File: src/rtl/depth_table_interpolator_core_defines.svh
// assertion helpers used by the core rtl file
`ifndef DEPTH_TABLE_INTERPOLATOR_CORE_DEFINES_SVH
`define DEPTH_TABLE_INTERPOLATOR_CORE_DEFINES_SVH

// same-cycle implication, checked out of reset
`define DTI_ASSERT_NOW(label, clk, rst, cond, prop) \
  label: assert property (@(posedge clk) disable iff (rst) (cond) |-> (prop)) \
    else $error("dti check failed: same cycle");

// next-cycle implication, checked out of reset
`define DTI_ASSERT_NEXT(label, clk, rst, cond, prop) \
  label: assert property (@(posedge clk) disable iff (rst) (cond) |=> (prop)) \
    else $error("dti check failed: next cycle");

`endif

File: src/rtl/dti_pkg.sv
`default_nettype none
package dti_pkg;

  localparam int MAX_POINTS = 64;
  localparam int IDX_W      = $clog2(MAX_POINTS);

  localparam int DEPTH_W  = 31;
  localparam int VALUE_W  = 32;
  localparam int INDEX_W  = 6;
  localparam int COUNT_W  = 7;
  localparam int KIND_W   = 3;
  localparam int DV_W     = VALUE_W + 1;
  localparam int QUOT_W   = DV_W;
  localparam int PROD_W   = DEPTH_W + QUOT_W;
  localparam int STEP_W   = $clog2(QUOT_W + 1);

  localparam logic [VALUE_W-1:0] EMPTY_DEFAULT_RESET = VALUE_W'(30000);

  // command codes
  localparam logic CMD_WRITE = 1'b0;
  localparam logic CMD_QUERY = 1'b1;

  // configuration register indexes
  localparam logic CFG_POINTS_IN_USE = 1'b0;
  localparam logic CFG_EMPTY_DEFAULT = 1'b1;

  // result kinds
  localparam logic [KIND_W-1:0] KIND_EMPTY    = 3'd0;
  localparam logic [KIND_W-1:0] KIND_BELOW    = 3'd1;
  localparam logic [KIND_W-1:0] KIND_ABOVE    = 3'd2;
  localparam logic [KIND_W-1:0] KIND_INTERP   = 3'd3;
  localparam logic [KIND_W-1:0] KIND_NO_SEG   = 3'd4;

  typedef enum logic [2:0] {
    ST_IDLE,
    ST_FIRST,
    ST_LAST,
    ST_SCAN,
    ST_CALC
  } state_t;

  typedef struct packed {
    logic               go;
    logic [DEPTH_W-1:0] offset;
    logic [DV_W-1:0]    dv_mag;
    logic [DEPTH_W-1:0] span;
  } muldiv_req_t;

endpackage
`default_nettype wire

File: src/rtl/dti_table.sv
`default_nettype none
module dti_table (
  input  wire logic                          clk,
  input  wire logic                          wr_en,
  input  wire logic [dti_pkg::IDX_W-1:0]     wr_addr,
  input  wire logic [dti_pkg::DEPTH_W-1:0]   wr_depth,
  input  wire logic [dti_pkg::VALUE_W-1:0]   wr_value,
  input  wire logic [dti_pkg::IDX_W-1:0]     rd_addr,
  output logic      [dti_pkg::DEPTH_W-1:0]   rd_depth,
  output logic      [dti_pkg::VALUE_W-1:0]   rd_value
);

  logic [dti_pkg::DEPTH_W-1:0] depth_mem [dti_pkg::MAX_POINTS];
  logic [dti_pkg::VALUE_W-1:0] value_mem [dti_pkg::MAX_POINTS];

  always_ff @(posedge clk) begin
    if (wr_en) begin
      depth_mem[wr_addr] <= wr_depth;
      value_mem[wr_addr] <= wr_value;
    end
  end

  always_ff @(posedge clk) begin
    rd_depth <= depth_mem[rd_addr];
    rd_value <= value_mem[rd_addr];
  end

endmodule
`default_nettype wire

File: config.mk
export PLATFORM = sky130hd
export DESIGN_NAME = dti_table
export DESIGN_NICKNAME = d
export VERILOG_FILES = /design/src/rtl/depth_table_interpolator_core_defines.svh /design/src/rtl/dti_pkg.sv /design/src/rtl/dti_table.sv
export SDC_FILE = /design/constraint.sdc
export NUM_CORES = 2
export LEC_CHECK = 0
export ABC_AREA = 1
export BUFFER_PORTS_ARGS = -buffer_cell sky130_fd_sc_hd__buf_4
export CORE_MARGIN = 4
export CORE_UTILIZATION = 35
export CTS_BUF_LIST = sky130_fd_sc_hd__clkbuf_4
export DETAILED_ROUTE_END_ITERATION = 10
export HOLD_SLACK_MARGIN = 0.06
export PLACE_DENSITY = 0.58
export SETUP_SLACK_MARGIN = 0.3
export SYNTH_ARGS = -nofsm -noshare
export SYNTH_HDL_FRONTEND = slang
export SYNTH_SLANG_ARGS = --single-unit
File: constraint.sdc
create_clock -name clk -period 5.8 [get_ports clk]
set_clock_uncertainty 0.15 [all_clocks]
set_input_delay 1.16 -clock clk [delete_from_list [all_inputs] [get_ports clk]]
set_output_delay 1.16 -clock clk [all_outputs]
set_load 0.1 [all_outputs]
; ---- Yosys cells after proc, flatten, opt, wreduce, memory -nomap -nowiden
; Memories as Yosys holds them, arrays and structs flattened. A register that Yosys moved wholly into a read port is not among the register bits.
; Index checks and enable logic that the tools add are counted.
[word_totals]
ramBits = 4032
regBits = 0
input_bits = 77
mem_count = 2
output_inout_bits = 63
[op_classes]
muxes = 2
[mem_list]
columns = name, words, width, rd, rd_clocked_by_memory_dff, write_ports, line
row1 = value_mem, 64, 32, 1, 1, 1, dti_table.sv:14  ; logic [dti_pkg::VALUE_W-1:0] value_mem [dti_pkg::MAX_POINTS];
row2 = depth_mem, 64, 31, 1, 1, 1, dti_table.sv:13  ; logic [dti_pkg::DEPTH_W-1:0] depth_mem [dti_pkg::MAX_POINTS];
[op_table]
columns = cell, n
row1 = 2-to-1 mux 1 bit, 2

; ---- Longest topological paths before layout
[depth]
depth_word = 2
depth_mapped = 13
mapped_depth_nobuf = 9

; ---- Worst setup path after synthesis
; No wires, ideal clock.
[synth_timing]
kind = in2reg
start = in wr_en
end = mem depth_mem[0][0] (netlist name), enable pin
path_buffers = 1
path_stages = 3
t_arrival_ns = 4.346
setup_slack_ns = 0.820
setup_time_ns = 0.485
path_cell_list = clkbuf_1 > nand4_1 > nor2_1
[synth_between]
elab_chain_cells = 2
[synth_lines]
columns = element, line
row1 = from (decl), dti_table.sv:4  ; input wire logic wr_en,
row2 = 2-to-1 mux 1 bit, dti_table.sv:17  ; if (wr_en) begin
row3 = 2-to-1 mux 1 bit (implied by the code), dti_table.sv:18  ; depth_mem[wr_addr] <= wr_depth;
row4 = to (decl), dti_table.sv:13
; No other way between the ends.

; ---- Worst setup path after layout
[layout_timing]
start = reg rd_value[10] (netlist name) (read register of value_mem)
end = out rd_value[10] (netlist name)
[layout_lines]
columns = element, line
row1 = from (decl), dti_table.sv:10  ; output logic [dti_pkg::VALUE_W-1:0] rd_value
; No word-level cell between the ends.

==> impl_metrics.tcl <==
set metrics [dict create \
    cts_made_buffers 1113 \
    cts_max_level 7 \
    clkTransAtPathRegs_ps 70 \
    synth_top_family_by_area "simple AND/OR/NAND/NOR gates" \
    overflow 0 \
    grt_pass1_wl_um 751600 \
    cts_max_path_buffers 5 \
    die_w_um 689.2 \
    crit_buf_inv 1 \
    critical-path-max-stage-delay_ps 780 \
    slew_headroom 0.1447 \
    drive_gt1_frac 0.1490 \
    portBuffers 139 \
    routedWlPerCell_um 25.44 \
    tightest_slew_ps 1283 \
    ant_nets 0 \
    hold_violations 0 \
    initial_core_util 0.3522 \
    dpl.hpwl_um 252300 \
    synth.area.mux_share 0 \
    start_kind "flip-flop" \
    ys_types 14 \
    antenna_found_initial 52 \
    synth_fp_nets 13270 \
    yosysWarnings 0 \
    ys_seq_elements 4095 \
    hold_path_class "in2reg" \
    arrival_ps 2890 \
    crit_family "flip-flops" \
    clk_latency_ps 1680 \
    finalSetupViolCount 0 \
    p_leak_nw 65.53 \
    post-route-period-util 0.7234 \
    finalSetupTns_ps 0 \
    syn_inst 13190 \
    root_buffer "clkbuf_4" \
    dr.pass1.iters 7 \
    wl_um 529100 \
    rsz0062_at_grt "no" \
    drtIter0Drc 13860 \
    endpoint_kind "output port" \
    syn_to_final_growth_pct 13.88 \
    worstPathCellList "buf_4" \
    die_h_um 689.2 \
    core_sq_mm 0.4611 \
    timing.fmax_mhz 238.3 \
    grt_usage 0.2185 \
    path_class "reg2out" \
    powerDensity_mw_per_mm2 333.5 \
    synth-xor-area-share 0 \
    cts_tree "built" \
    peakVddDrop_mv 0.2035 \
    avgSynthCellArea_sq_um 12.31 \
    place_congestion 0.7642 \
    final.min_clock_period_ps 4196 \
    num-nets-final 14010 \
    worst-path-max-fanout 1 \
    viasPerCell 5.350 \
    die_area_sq_mm 0.4750 \
    synth-simple-area-share 0.2190 \
    rows 249 \
    crit_slowest_cell "dfxtp_1" \
    required_ps 4490 \
    grt_start_max_net_pins 220 \
    grt_pass1_vias 105400 \
    final_util 0.4011 \
    drc 0 \
    slew_viol_final 0 \
    clock-sinks 4095 \
    netlist_area_sq_mm 0.1624 \
    cap_violations 0 \
    cts_post_setup_buffers_inserted 0 \
    synth.yosys.seq_area_share 0.7533 \
    synth_compound_area_frac 0 \
    boundaryPins 140 \
    status "finished, final reports clean" \
    via_count 111300 \
    synth_fa_ha_area_frac 0 \
    fillerInstances 43800 \
]
## flip-flops by register name, indices dropped and copies added (netlist names)
signal and flops:
value_mem 2048, rd_depth 31, depth_mem 1984, rd_value 32
## layout by cell type, fill, tap and decap left out
cell type and n:
buf_12 115, buf_16 1, buf_4 318, buf_6 1, buf_8 4, bufinv_16 14
clkbuf_4 1616, clkinv_1 128, clkinv_2 11, clkinv_4 3, clkinvlp_4 3, dfxtp_1 63
diode_2 25, dlygate4sd3_1 69, edfxtp_1 4032, inv_1 6, inv_16 2, inv_2 23
inv_6 1, inv_8 3, nand2_1 4347, nand3_1 3788, nand4_1 8, nor2_4 64
## worst register-to-register path, stage by stage (launching register included)
cell and delay (ps):
edfxtp_1 370, nand2_1 70, nand3_1 90, nand3_1 120, nand3_1 80, nand3_1 240, nand2_1 140, nand2_1 160
nand2_1 100
## synth_stat cells
cell / instances / share of area
buf_6: 7 / 0.00049
nand2_1: 4347 / 0.10
inv_1: 6 / 0.00014
buf_1: 94 / 0.0022
buf_2: 496 / 0.015
edfxtp_1: 4032 / 0.75
buf_4: 130 / 0.0060
inv_2: 4 / 0.000092
nor2_1: 64 / 0.0015
nand4_1: 8 / 0.00031
inv_4: 2 / 0.000077
dfxtp_1: 63 / 0.0078
clkbuf_1: 150 / 0.0035
nand3_1: 3788 / 0.12
## report_power, final
| group | switching, mW | internal (mW) |
|---|---|---|
| clock | 11.5 | 13.3 |
| sequential | 0.163 | 32.7 |
| combinational | 3.08 | 0.955 |
| total | 14.7 | 47.0 |
## layout make-up
type,instances,area [sq um],area share
Multi-Input combinational cell,8207,36050,0.1949
Sequential cell,4095,122300,0.6615
Inverter,12,105.1,0.0005683
Antenna cell,25,62.56,0.0003383
Clock inverter,182,1091,0.005899
Clock buffer,1616,12130,0.06560
Tap cell,6149,7694,0.04160
Timing Repair Buffer,508,5479,0.02962
## per-stage QoR
step                      hold WS (ps)  setup WS [ps]  cell area, sq um  instances  total power, mW
after CTS                        78.56           1364            184900      20770            62.21
after global routing             127.8           1440            184900      20790            64.25
after floorplan                  571.4          819.7            162400      13190            35.86
after global placement           618.4           1649            171000      18900            37.50
after detailed placement         624.1           1618            171000      18900            37.52
final                            314.8           1604            184900      20790            61.68
## what timing repair did
item                                   4_1_cts  5_1_grt
endpoints found under the hold margin     4084        0
gates resized for setup                      0        0
hold buffers                                69        0
## per-layer routing
metal,wire length [um],GRT usage
met1,216500,0.2981
met2,244200,0.3394
met3,51240,0.05109
met4,16920,0.08226
met5,140,0
## cell families (layout without fill, tap and decap cells)
family	count (synthesis)	after routing
other	0	25
DFF	4095	4095
and+or+nand+nor	8207	8207
buffers and inverters	889	2318
## final timing paths
path              cells after the start                    endpoint  slack (ps)                         from
setup / recovery                      1                rd_value[10]        1600         rd_value[10]$_DFF_P_
hold reg to reg                       8        rd_value[30]$_DFF_P_         580  value_mem[28][30]$_DFFE_PP_
hold / removal                        4  value_mem[62][0]$_DFFE_PP_         310                        wr_en
setup reg to reg                      8        rd_depth[18]$_DFF_P_        4130  depth_mem[63][18]$_DFFE_PP_
No activity file was read; power rests on OpenSTA's default activity.
