### src/rtl/depth_table_interpolator_core_defines.svh
// assertion helpers used by the core rtl file
`ifndef DEPTH_TABLE_INTERPOLATOR_CORE_DEFINES_SVH
`define DEPTH_TABLE_INTERPOLATOR_CORE_DEFINES_SVH

// same-cycle implication, checked out of reset
`define DTI_ASSERT_NOW(label, clk, rst, cond, prop) \
  label: assert property (@(posedge clk) disable iff (rst) (cond) |-> (prop)) \
    else $error("dti check failed: same cycle");

// next-cycle implication, checked out of reset
`define DTI_ASSERT_NEXT(label, clk, rst, cond, prop) \
  label: assert property (@(posedge clk) disable iff (rst) (cond) |=> (prop)) \
    else $error("dti check failed: next cycle");

`endif

### src/rtl/dti_pkg.sv
`default_nettype none
package dti_pkg;

  localparam int MAX_POINTS = 64;
  localparam int IDX_W      = $clog2(MAX_POINTS);

  localparam int DEPTH_W  = 31;
  localparam int VALUE_W  = 32;
  localparam int INDEX_W  = 6;
  localparam int COUNT_W  = 7;
  localparam int KIND_W   = 3;
  localparam int DV_W     = VALUE_W + 1;
  localparam int QUOT_W   = DV_W;
  localparam int PROD_W   = DEPTH_W + QUOT_W;
  localparam int STEP_W   = $clog2(QUOT_W + 1);

  localparam logic [VALUE_W-1:0] EMPTY_DEFAULT_RESET = VALUE_W'(30000);

  // command codes
  localparam logic CMD_WRITE = 1'b0;
  localparam logic CMD_QUERY = 1'b1;

  // configuration register indexes
  localparam logic CFG_POINTS_IN_USE = 1'b0;
  localparam logic CFG_EMPTY_DEFAULT = 1'b1;

  // result kinds
  localparam logic [KIND_W-1:0] KIND_EMPTY    = 3'd0;
  localparam logic [KIND_W-1:0] KIND_BELOW    = 3'd1;
  localparam logic [KIND_W-1:0] KIND_ABOVE    = 3'd2;
  localparam logic [KIND_W-1:0] KIND_INTERP   = 3'd3;
  localparam logic [KIND_W-1:0] KIND_NO_SEG   = 3'd4;

  typedef enum logic [2:0] {
    ST_IDLE,
    ST_FIRST,
    ST_LAST,
    ST_SCAN,
    ST_CALC
  } state_t;

  typedef struct packed {
    logic               go;
    logic [DEPTH_W-1:0] offset;
    logic [DV_W-1:0]    dv_mag;
    logic [DEPTH_W-1:0] span;
  } muldiv_req_t;

endpackage
`default_nettype wire

### src/rtl/dti_muldiv.sv
`default_nettype none
module dti_muldiv (
  input  wire logic                        clk,
  input  wire logic                        rst,
  input  wire dti_pkg::muldiv_req_t        req,
  output logic                             done,
  output logic [dti_pkg::VALUE_W-1:0]      quot
);

  logic                           running;
  logic                           mul_phase;
  logic [dti_pkg::STEP_W-1:0]     cnt;
  logic [dti_pkg::DEPTH_W-1:0]    op_a;
  logic [dti_pkg::DV_W-1:0]       op_b;
  logic [dti_pkg::DEPTH_W-1:0]    divisor;
  logic [dti_pkg::DEPTH_W-1:0]    rem;
  logic [dti_pkg::QUOT_W-1:0]     low;
  logic [dti_pkg::PROD_W-1:0]     prod;
  logic [dti_pkg::DEPTH_W:0]      partial;
  logic [dti_pkg::DEPTH_W:0]      diff;
  logic                           fits;

  assign prod    = dti_pkg::PROD_W'(op_a) * dti_pkg::PROD_W'(op_b);
  assign partial = {rem, low[dti_pkg::QUOT_W-1]};
  assign fits    = partial >= {1'b0, divisor};
  assign diff    = partial - {1'b0, divisor};
  assign quot    = low[dti_pkg::VALUE_W-1:0];

  // control
  always_ff @(posedge clk) begin
    if (rst) begin
      running   <= 1'b0;
      mul_phase <= 1'b0;
      done      <= 1'b0;
      cnt       <= '0;
    end else begin
      done <= 1'b0;
      if (req.go) begin
        running   <= 1'b1;
        mul_phase <= 1'b1;
      end else if (running && mul_phase) begin
        mul_phase <= 1'b0;
        cnt       <= dti_pkg::STEP_W'(dti_pkg::QUOT_W);
      end else if (running) begin
        cnt <= cnt - 1'b1;
        if (cnt == dti_pkg::STEP_W'(1)) begin
          running <= 1'b0;
          done    <= 1'b1;
        end
      end
    end
  end

  // datapath: one product, then one restoring step per cycle
  always_ff @(posedge clk) begin
    if (req.go) begin
      op_a    <= req.offset;
      op_b    <= req.dv_mag;
      divisor <= req.span;
    end else if (running && mul_phase) begin
      // high part is already below the divisor since the quotient fits
      rem <= prod[dti_pkg::PROD_W-1:dti_pkg::QUOT_W];
      low <= prod[dti_pkg::QUOT_W-1:0];
    end else if (running) begin
      rem <= fits ? diff[dti_pkg::DEPTH_W-1:0] : partial[dti_pkg::DEPTH_W-1:0];
      low <= {low[dti_pkg::QUOT_W-2:0], fits};
    end
  end

endmodule
`default_nettype wire

### config.mk
export PLATFORM = sky130hd
export DESIGN_NAME = dti_muldiv
export DESIGN_NICKNAME = d
export VERILOG_FILES = /design/src/rtl/depth_table_interpolator_core_defines.svh /design/src/rtl/dti_pkg.sv /design/src/rtl/dti_muldiv.sv
export SDC_FILE = /design/constraint.sdc
export NUM_CORES = 2
export LEC_CHECK = 0
export BUFFER_PORTS_ARGS = -buffer_cell sky130_fd_sc_hd__buf_2
export CORE_MARGIN = 1.5
export CORE_UTILIZATION = 60
export CTS_BUF_LIST = sky130_fd_sc_hd__clkbuf_8 sky130_fd_sc_hd__clkbuf_16
export CTS_CLUSTER_SIZE = 24
export DETAILED_ROUTE_END_ITERATION = 8
export PLACE_DENSITY_LB_ADDON = 0.08
export SYNTH_ARGS = -nofsm -noshare
export SYNTH_HDL_FRONTEND = slang
export SYNTH_SLANG_ARGS = --single-unit
### constraint.sdc
create_clock -name clk -period 7.61 [get_ports clk]
set_input_delay 1.522 -clock clk [delete_from_list [all_inputs] [get_ports clk]]
set_output_delay 1.522 -clock clk [all_outputs]
set_load 0.05 [all_outputs]
Word-level counts from Yosys, hierarchy flattened
Index checks and enable logic that the tools add are counted.
{"block": "totals", "regBits": 168, "wordCells": 36, "out_inout_bits": 33}
{"block": "op_classes", "n_mul": 1, "reduce_logical": 5, "mux": 14, "n_bitwise": 2, "n_addsub": 2, "eq_ne": 2, "n_lt_le_gt_ge": 1}
{"operator": "$mux W31", "n": 3}
{"operator": "$mux W33", "n": 2}
{"operator": "$mul A31 B33 Y64", "n": 1}
{"operator": "$ge A32 B31 Y1", "n": 1}
{"operator": "$sub A31 B31 Y31", "n": 1}
{"operator": "$mux W6", "n": 2}
{"operator": "$mux W1", "n": 7}
{"operator": "$eq A6 B1 Y1 const B", "n": 1}
{"operator": "$sub A6 B1 Y6 const B", "n": 1}
{"operator": "$reduce_bool A2 Y1", "n": 2}
{"operator": "$reduce_or A4 Y1", "n": 1}
{"operator": "$ne A2 B2 Y1 const B", "n": 1}
{"operator": "$not A1 Y1", "n": 2}
{"operator": "$reduce_and A2 Y1", "n": 1}
{"operator": "$logic_and A1 B1 Y1", "n": 1}

Longest topological paths before layout
{"block": "logic_depth", "word_depth": 5, "depth_mapped": 28}

Least setup slack after synthesis
Ideal clock, no wire load.
{"block": "synth_path", "path_kind": "flip-flop to flip-flop", "from": "register op_a[22] in the netlist's numbering", "to": "register rem[26] in the netlist's numbering, data pin", "setup_slack_ps": 290, "synth_period_minus_slack_ps": 7320, "setup_time_ps": 146, "path_stages_with_launch": 25, "arrival_ps": 7174, "cell_sequence": "edfxtp_1 > clkbuf_1 > nand2_1 > fa_1 > inv_1 > fa_1 > inv_1 > fa_1 > inv_1 > fa_1 > fa_1 > fa_1 > fa_1 > fa_1 > ha_1 > a21oi_1 > nand2_1 > a21oi_1 > a21oi_1 > or4_4 > o2111ai_2 > a21oi_4 > a31oi_4 > mux2_1 > a21oi_1"}
{"block": "synth_between", "elab_chain_cells": 2}
{"item": "start: declaration", "line_no": "dti_muldiv.sv:13", "source": "logic [dti_pkg::DEPTH_W-1:0] op_a;"}
{"item": "start signal: assignment", "line_no": "dti_muldiv.sv:57", "source": "op_a <= req.offset;"}
{"item": "$mul A31 B33 Y64", "line_no": "dti_muldiv.sv:23", "source": "assign prod = dti_pkg::PROD_W'(op_a) * dti_pkg::PROD_W'(op_b);"}
{"item": "$mux W31", "line_no": "dti_muldiv.sv:60", "source": "end else if (running && mul_phase) begin"}
{"item": "end signal: assignment", "line_no": "dti_muldiv.sv:62", "source": "rem <= prod[dti_pkg::PROD_W-1:dti_pkg::QUOT_W];"}
{"item": "end signal: assignment", "line_no": "dti_muldiv.sv:65", "source": "rem <= fits ? diff[dti_pkg::DEPTH_W-1:0] : partial[dti_pkg::DEPTH_W-1:0];"}
{"item": "end: declaration", "line_no": "dti_muldiv.sv:16", "source": "logic [dti_pkg::DEPTH_W-1:0] rem;"}
No other way between the ends.
A chain may end at the register's enable or synchronous reset.

Final worst setup path
{"block": "layout_path", "from": "register op_b[25] in the netlist's numbering", "to": "register rem[22] in the netlist's numbering, data pin"}
{"block": "layout_between", "elab_chain_cells": 2}
{"item": "start: declaration", "line_no": "dti_muldiv.sv:14", "source": "logic [dti_pkg::DV_W-1:0] op_b;"}
{"item": "start signal: assignment", "line_no": "dti_muldiv.sv:58", "source": "op_b <= req.dv_mag;"}
{"item": "$mul A31 B33 Y64", "line_no": "dti_muldiv.sv:23"}
{"item": "$mux W31", "line_no": "dti_muldiv.sv:60"}
No other way between the ends.

==> impl_metrics.py <==
metrics = {
    "critical_path": {
        "crit_arrival_ps": 7840,
        "cp-start-kind": "register",
        "ff2ff_path_depth": 23,
        "cpMostUsedCell": "fa_1",
        "rrSetupSlack_ps": -8,
        "crit_fanout": 8,
        "slowest_delay_ps": 610,
        "criticalPathCategory": "reg -> reg",
        "crit_path_top_delay_cell": "fa_1",
        "crit_path_end_kind": "register",
        "crit_chain": "buf_4, and2_1, fa_1, fa_1, fa_1, inv_1, fa_1, inv_1, fa_1, fa_1, fa_1, fa_1, ha_1, nand4_1, or3_4, nor3_2, a21boi_4, o2111ai_4, a21oi_4, a31oi_4, buf_4, xor2_1, o21ai_0",
        "crit_required_ps": 7830,
    },
    "die": {
        "dieHeight_um": 264,
        "rows": 95,
        "die_x_um": 264,
        "die-area_um2": 69500,
        "core_area_um2": 67200,
        "initial_core_util": 0.606,
        "ioPinCount": 131,
    },
    "clock_tree": {
        "clock-sinks": 168,
        "tritoncts": "built",
        "numCtsBuffers": 17,
        "h-tree-depth": 4,
        "max-clock-path-buffers": 2,
        "clk_latency_ps": 510,
        "clk_pin_slew_ps": 90,
        "root_buffer": "clkbuf_16",
        "holdBufCountCts": 0,
    },
    "logic_synthesis": {
        "async_flop_share": 0,
        "synth_seq_area_share": 0.122,
        "syn_nets": 5642,
        "synth_area_um2": 40700,
        "yosysUniqueCellTypes": 76,
        "yosys_register_bits": 168,
        "netlist_instances": 4358,
        "synth_edf_count": 159,
        "synth-warning-count": 0,
        "synth_ff_type": "edfxtp_1",
        "syn_area_per_cell_um2": 9.35,
    },
    "min_path": {
        "worstHoldPathType": "reg -> reg",
        "hold_path_depth": 2,
    },
    "drt": {
        "drtIter0Drc": 1975,
        "drt-wirelength-per-cell_um": 19.4,
        "via_count": 30174,
        "ant_nets": 0,
        "drt-vias-per-instance": 5.55,
        "drc": 0,
        "drtPass1Iterations": 5,
        "wirelength_um": 106000,
    },
    "layout": {
        "drive_above_1_share": 0.127,
        "nets": 5836,
        "syn_to_final_growth_pct": 11.6,
        "fillers": 5372,
        "fin_util": 0.677,
        "multi_input_area_um2": 31800,
        "final_design_area_no_fill_um2": 45400,
        "ff_latch_area_um2": 4950,
    },
    "sta": {
        "period_needed_ps": 7620,
        "max_slew_margin": 0.303,
        "fin_crit_sh": 1.00,
        "tightest_slew_ps": 1040,
        "fin_ws_ps": -7.62,
        "finalHoldViolations": 0,
        "finalSetupTns_ps": -7.62,
        "fin_skew_ps": 24.2,
        "slew_violations": 0,
        "finalSetupViolCount": 1,
        "max_freq_mhz": 131,
        "rsz0062_at_grt": "true",
    },
    "global_route": {
        "grtUsageTotal": 0.321,
        "grt_pass1_wl_um": 172000,
        "antenna_found_initial": 1,
        "grt_overflow": 0,
        "grt_pass1_vias": 32376,
        "grt_max_degree": 105,
    },
    "placement": {
        "postPlaceCellArea_um2": 44200,
        "io_buffers": 130,
        "routabilityCongestion": 0.941,
        "dp_hpwl_um": 88700,
    },
    "job": {
        "max_cap_viol_count": 0,
    },
    "status": {
        "status": "complete, but fails checks",
        "violations": "setup timing",
    },
}
[area by class of cell]
class / count / area share
Sequential cell: 168 / 0.109
Timing Repair Buffer: 446 / 0.0810
Antenna cell: 1 / 0.0000551
Multi-Input combinational cell: 3042 / 0.701
Tap cell: 873 / 0.0240
Clock buffer: 17 / 0.00936
Clock inverter: 15 / 0.00341
Inverter: 877 / 0.0724
[cells in the mapped netlist, drive strengths merged (3+ instances only)]
| cell type | instances | area (µm²) |
|---|---|---|
| a211o | 4 | 35.0 |
| a211oi | 12 | 90.1 |
| a21boi | 5 | 41.3 |
| a21o | 40 | 300 |
| a21oi | 131 | 667 |
| a22oi | 4 | 30.0 |
| a31oi | 22 | 153 |
| a41oi | 4 | 35.0 |
| and2 | 435 | 2720 |
| and3 | 9 | 56.3 |
| and4 | 3 | 26.3 |
| buf | 36 | 262 |
| clkbuf | 235 | 883 |
| dfxtp | 9 | 180 |
| edfxtp | 159 | 4770 |
| fa | 896 | 17900 |
| ha | 290 | 3630 |
| inv | 877 | 3290 |
| nand2 | 740 | 2780 |
| nand2b | 15 | 93.8 |
| nand3 | 28 | 145 |
| nand4 | 25 | 156 |
| nor2 | 70 | 263 |
| nor2b | 8 | 50.1 |
| nor3 | 21 | 105 |
| nor3b | 3 | 27.5 |
| nor4 | 8 | 56.3 |
| o2111ai | 4 | 41.3 |
| o211ai | 18 | 140 |
| o21a | 6 | 45.0 |
| o21ai | 101 | 505 |
| o21bai | 12 | 90.1 |
| o22ai | 3 | 18.8 |
| o31ai | 3 | 22.5 |
| or2 | 3 | 18.8 |
| or4 | 3 | 26.3 |
| xnor2 | 52 | 455 |
| xor2 | 33 | 289 |
[what timing repair did]
action / in CTS / in global routing
gates resized for setup: 16 / 100
pin swaps: 10 / 38
setup buffers: 4 / 13
gates cloned: 0 / 2
setup endpoints to repair: 15 / 32
[metal layers]
metal	vias to the layer above	track usage	wire, µm
met3	219	0.0387	5390
met4	2	0.131	4370
li1	13524	-	-
met5	-	0	17
met2	942	0.559	54500
met1	15487	0.407	41300
[final timing paths]
kind | start | end
setup / recovery | op_b[25] | rem[22]
hold / removal | cnt[0] | cnt[0]
setup reg to reg | op_b[25] | rem[22]
hold reg to reg | cnt[0] | cnt[0]
[sequential cells by signal, indices dropped and copies added, names as in the netlist]
register / cells
op_b: 33
divisor: 31
rem: 31
mul_phase: 1
op_a: 31
cnt: 6
done: 1
running: 1
low: 33
[metrics by stage]
stage | hold WS (ps) | setup WS, ps | instances
after floorplan | 481 | 290 | 4358
after global placement | 517 | -32.2 | 5387
after detailed placement | 532 | -71.6 | 5387
after CTS | 543 | -40.5 | 5423
after global routing | 570 | -226 | 5438
final | 542 | -7.62 | 5439
[kinds of logic (layout without fill, tap and decap cells)]
kind of cell             count (synthesis)  count (layout)  share of synthesized area
AND/OR/NAND/NOR                       1378            1378                      0.162
adder cells (fa/ha/maj)               1186            1186                      0.530
buffers and inverters                 1148            1355                      0.109
AO/OA/AOI/OAI                          389             389                     0.0589
flip-flops                             168             168                      0.122
XOR/XNOR                                85              85                     0.0183
multiplexers                             4               4                    0.00104
other                                    0               1                          0
[critical path, delay by kind of cell (launching register included)]
kind	cells	cell delay [ps]
AO/OA/AOI/OAI	5	930
XOR/XNOR	1	120
adder cells (fa/ha/maj)	9	4360
buffers and inverters	4	490
flip-flops	1	560
AND/OR/NAND/NOR	4	880
[layout by cell type, fill, tap and decap left out, drive strengths merged, types with 25 or more instances in the layout]
master / Yosys / routed
a21o: 40 / 40
a21oi: 131 / 131
and2: 435 / 435
buf: 36 / 445
edfxtp: 159 / 159
fa: 896 / 896
ha: 290 / 290
inv: 877 / 886
nand2: 740 / 740
nand3: 28 / 28
nand4: 25 / 25
nor2: 70 / 70
o21ai: 101 / 101
xnor2: 52 / 52
xor2: 33 / 33
Power is not shown: default switching activity piles up to over one toggle a cycle in this logic, so the estimate is an artifact.
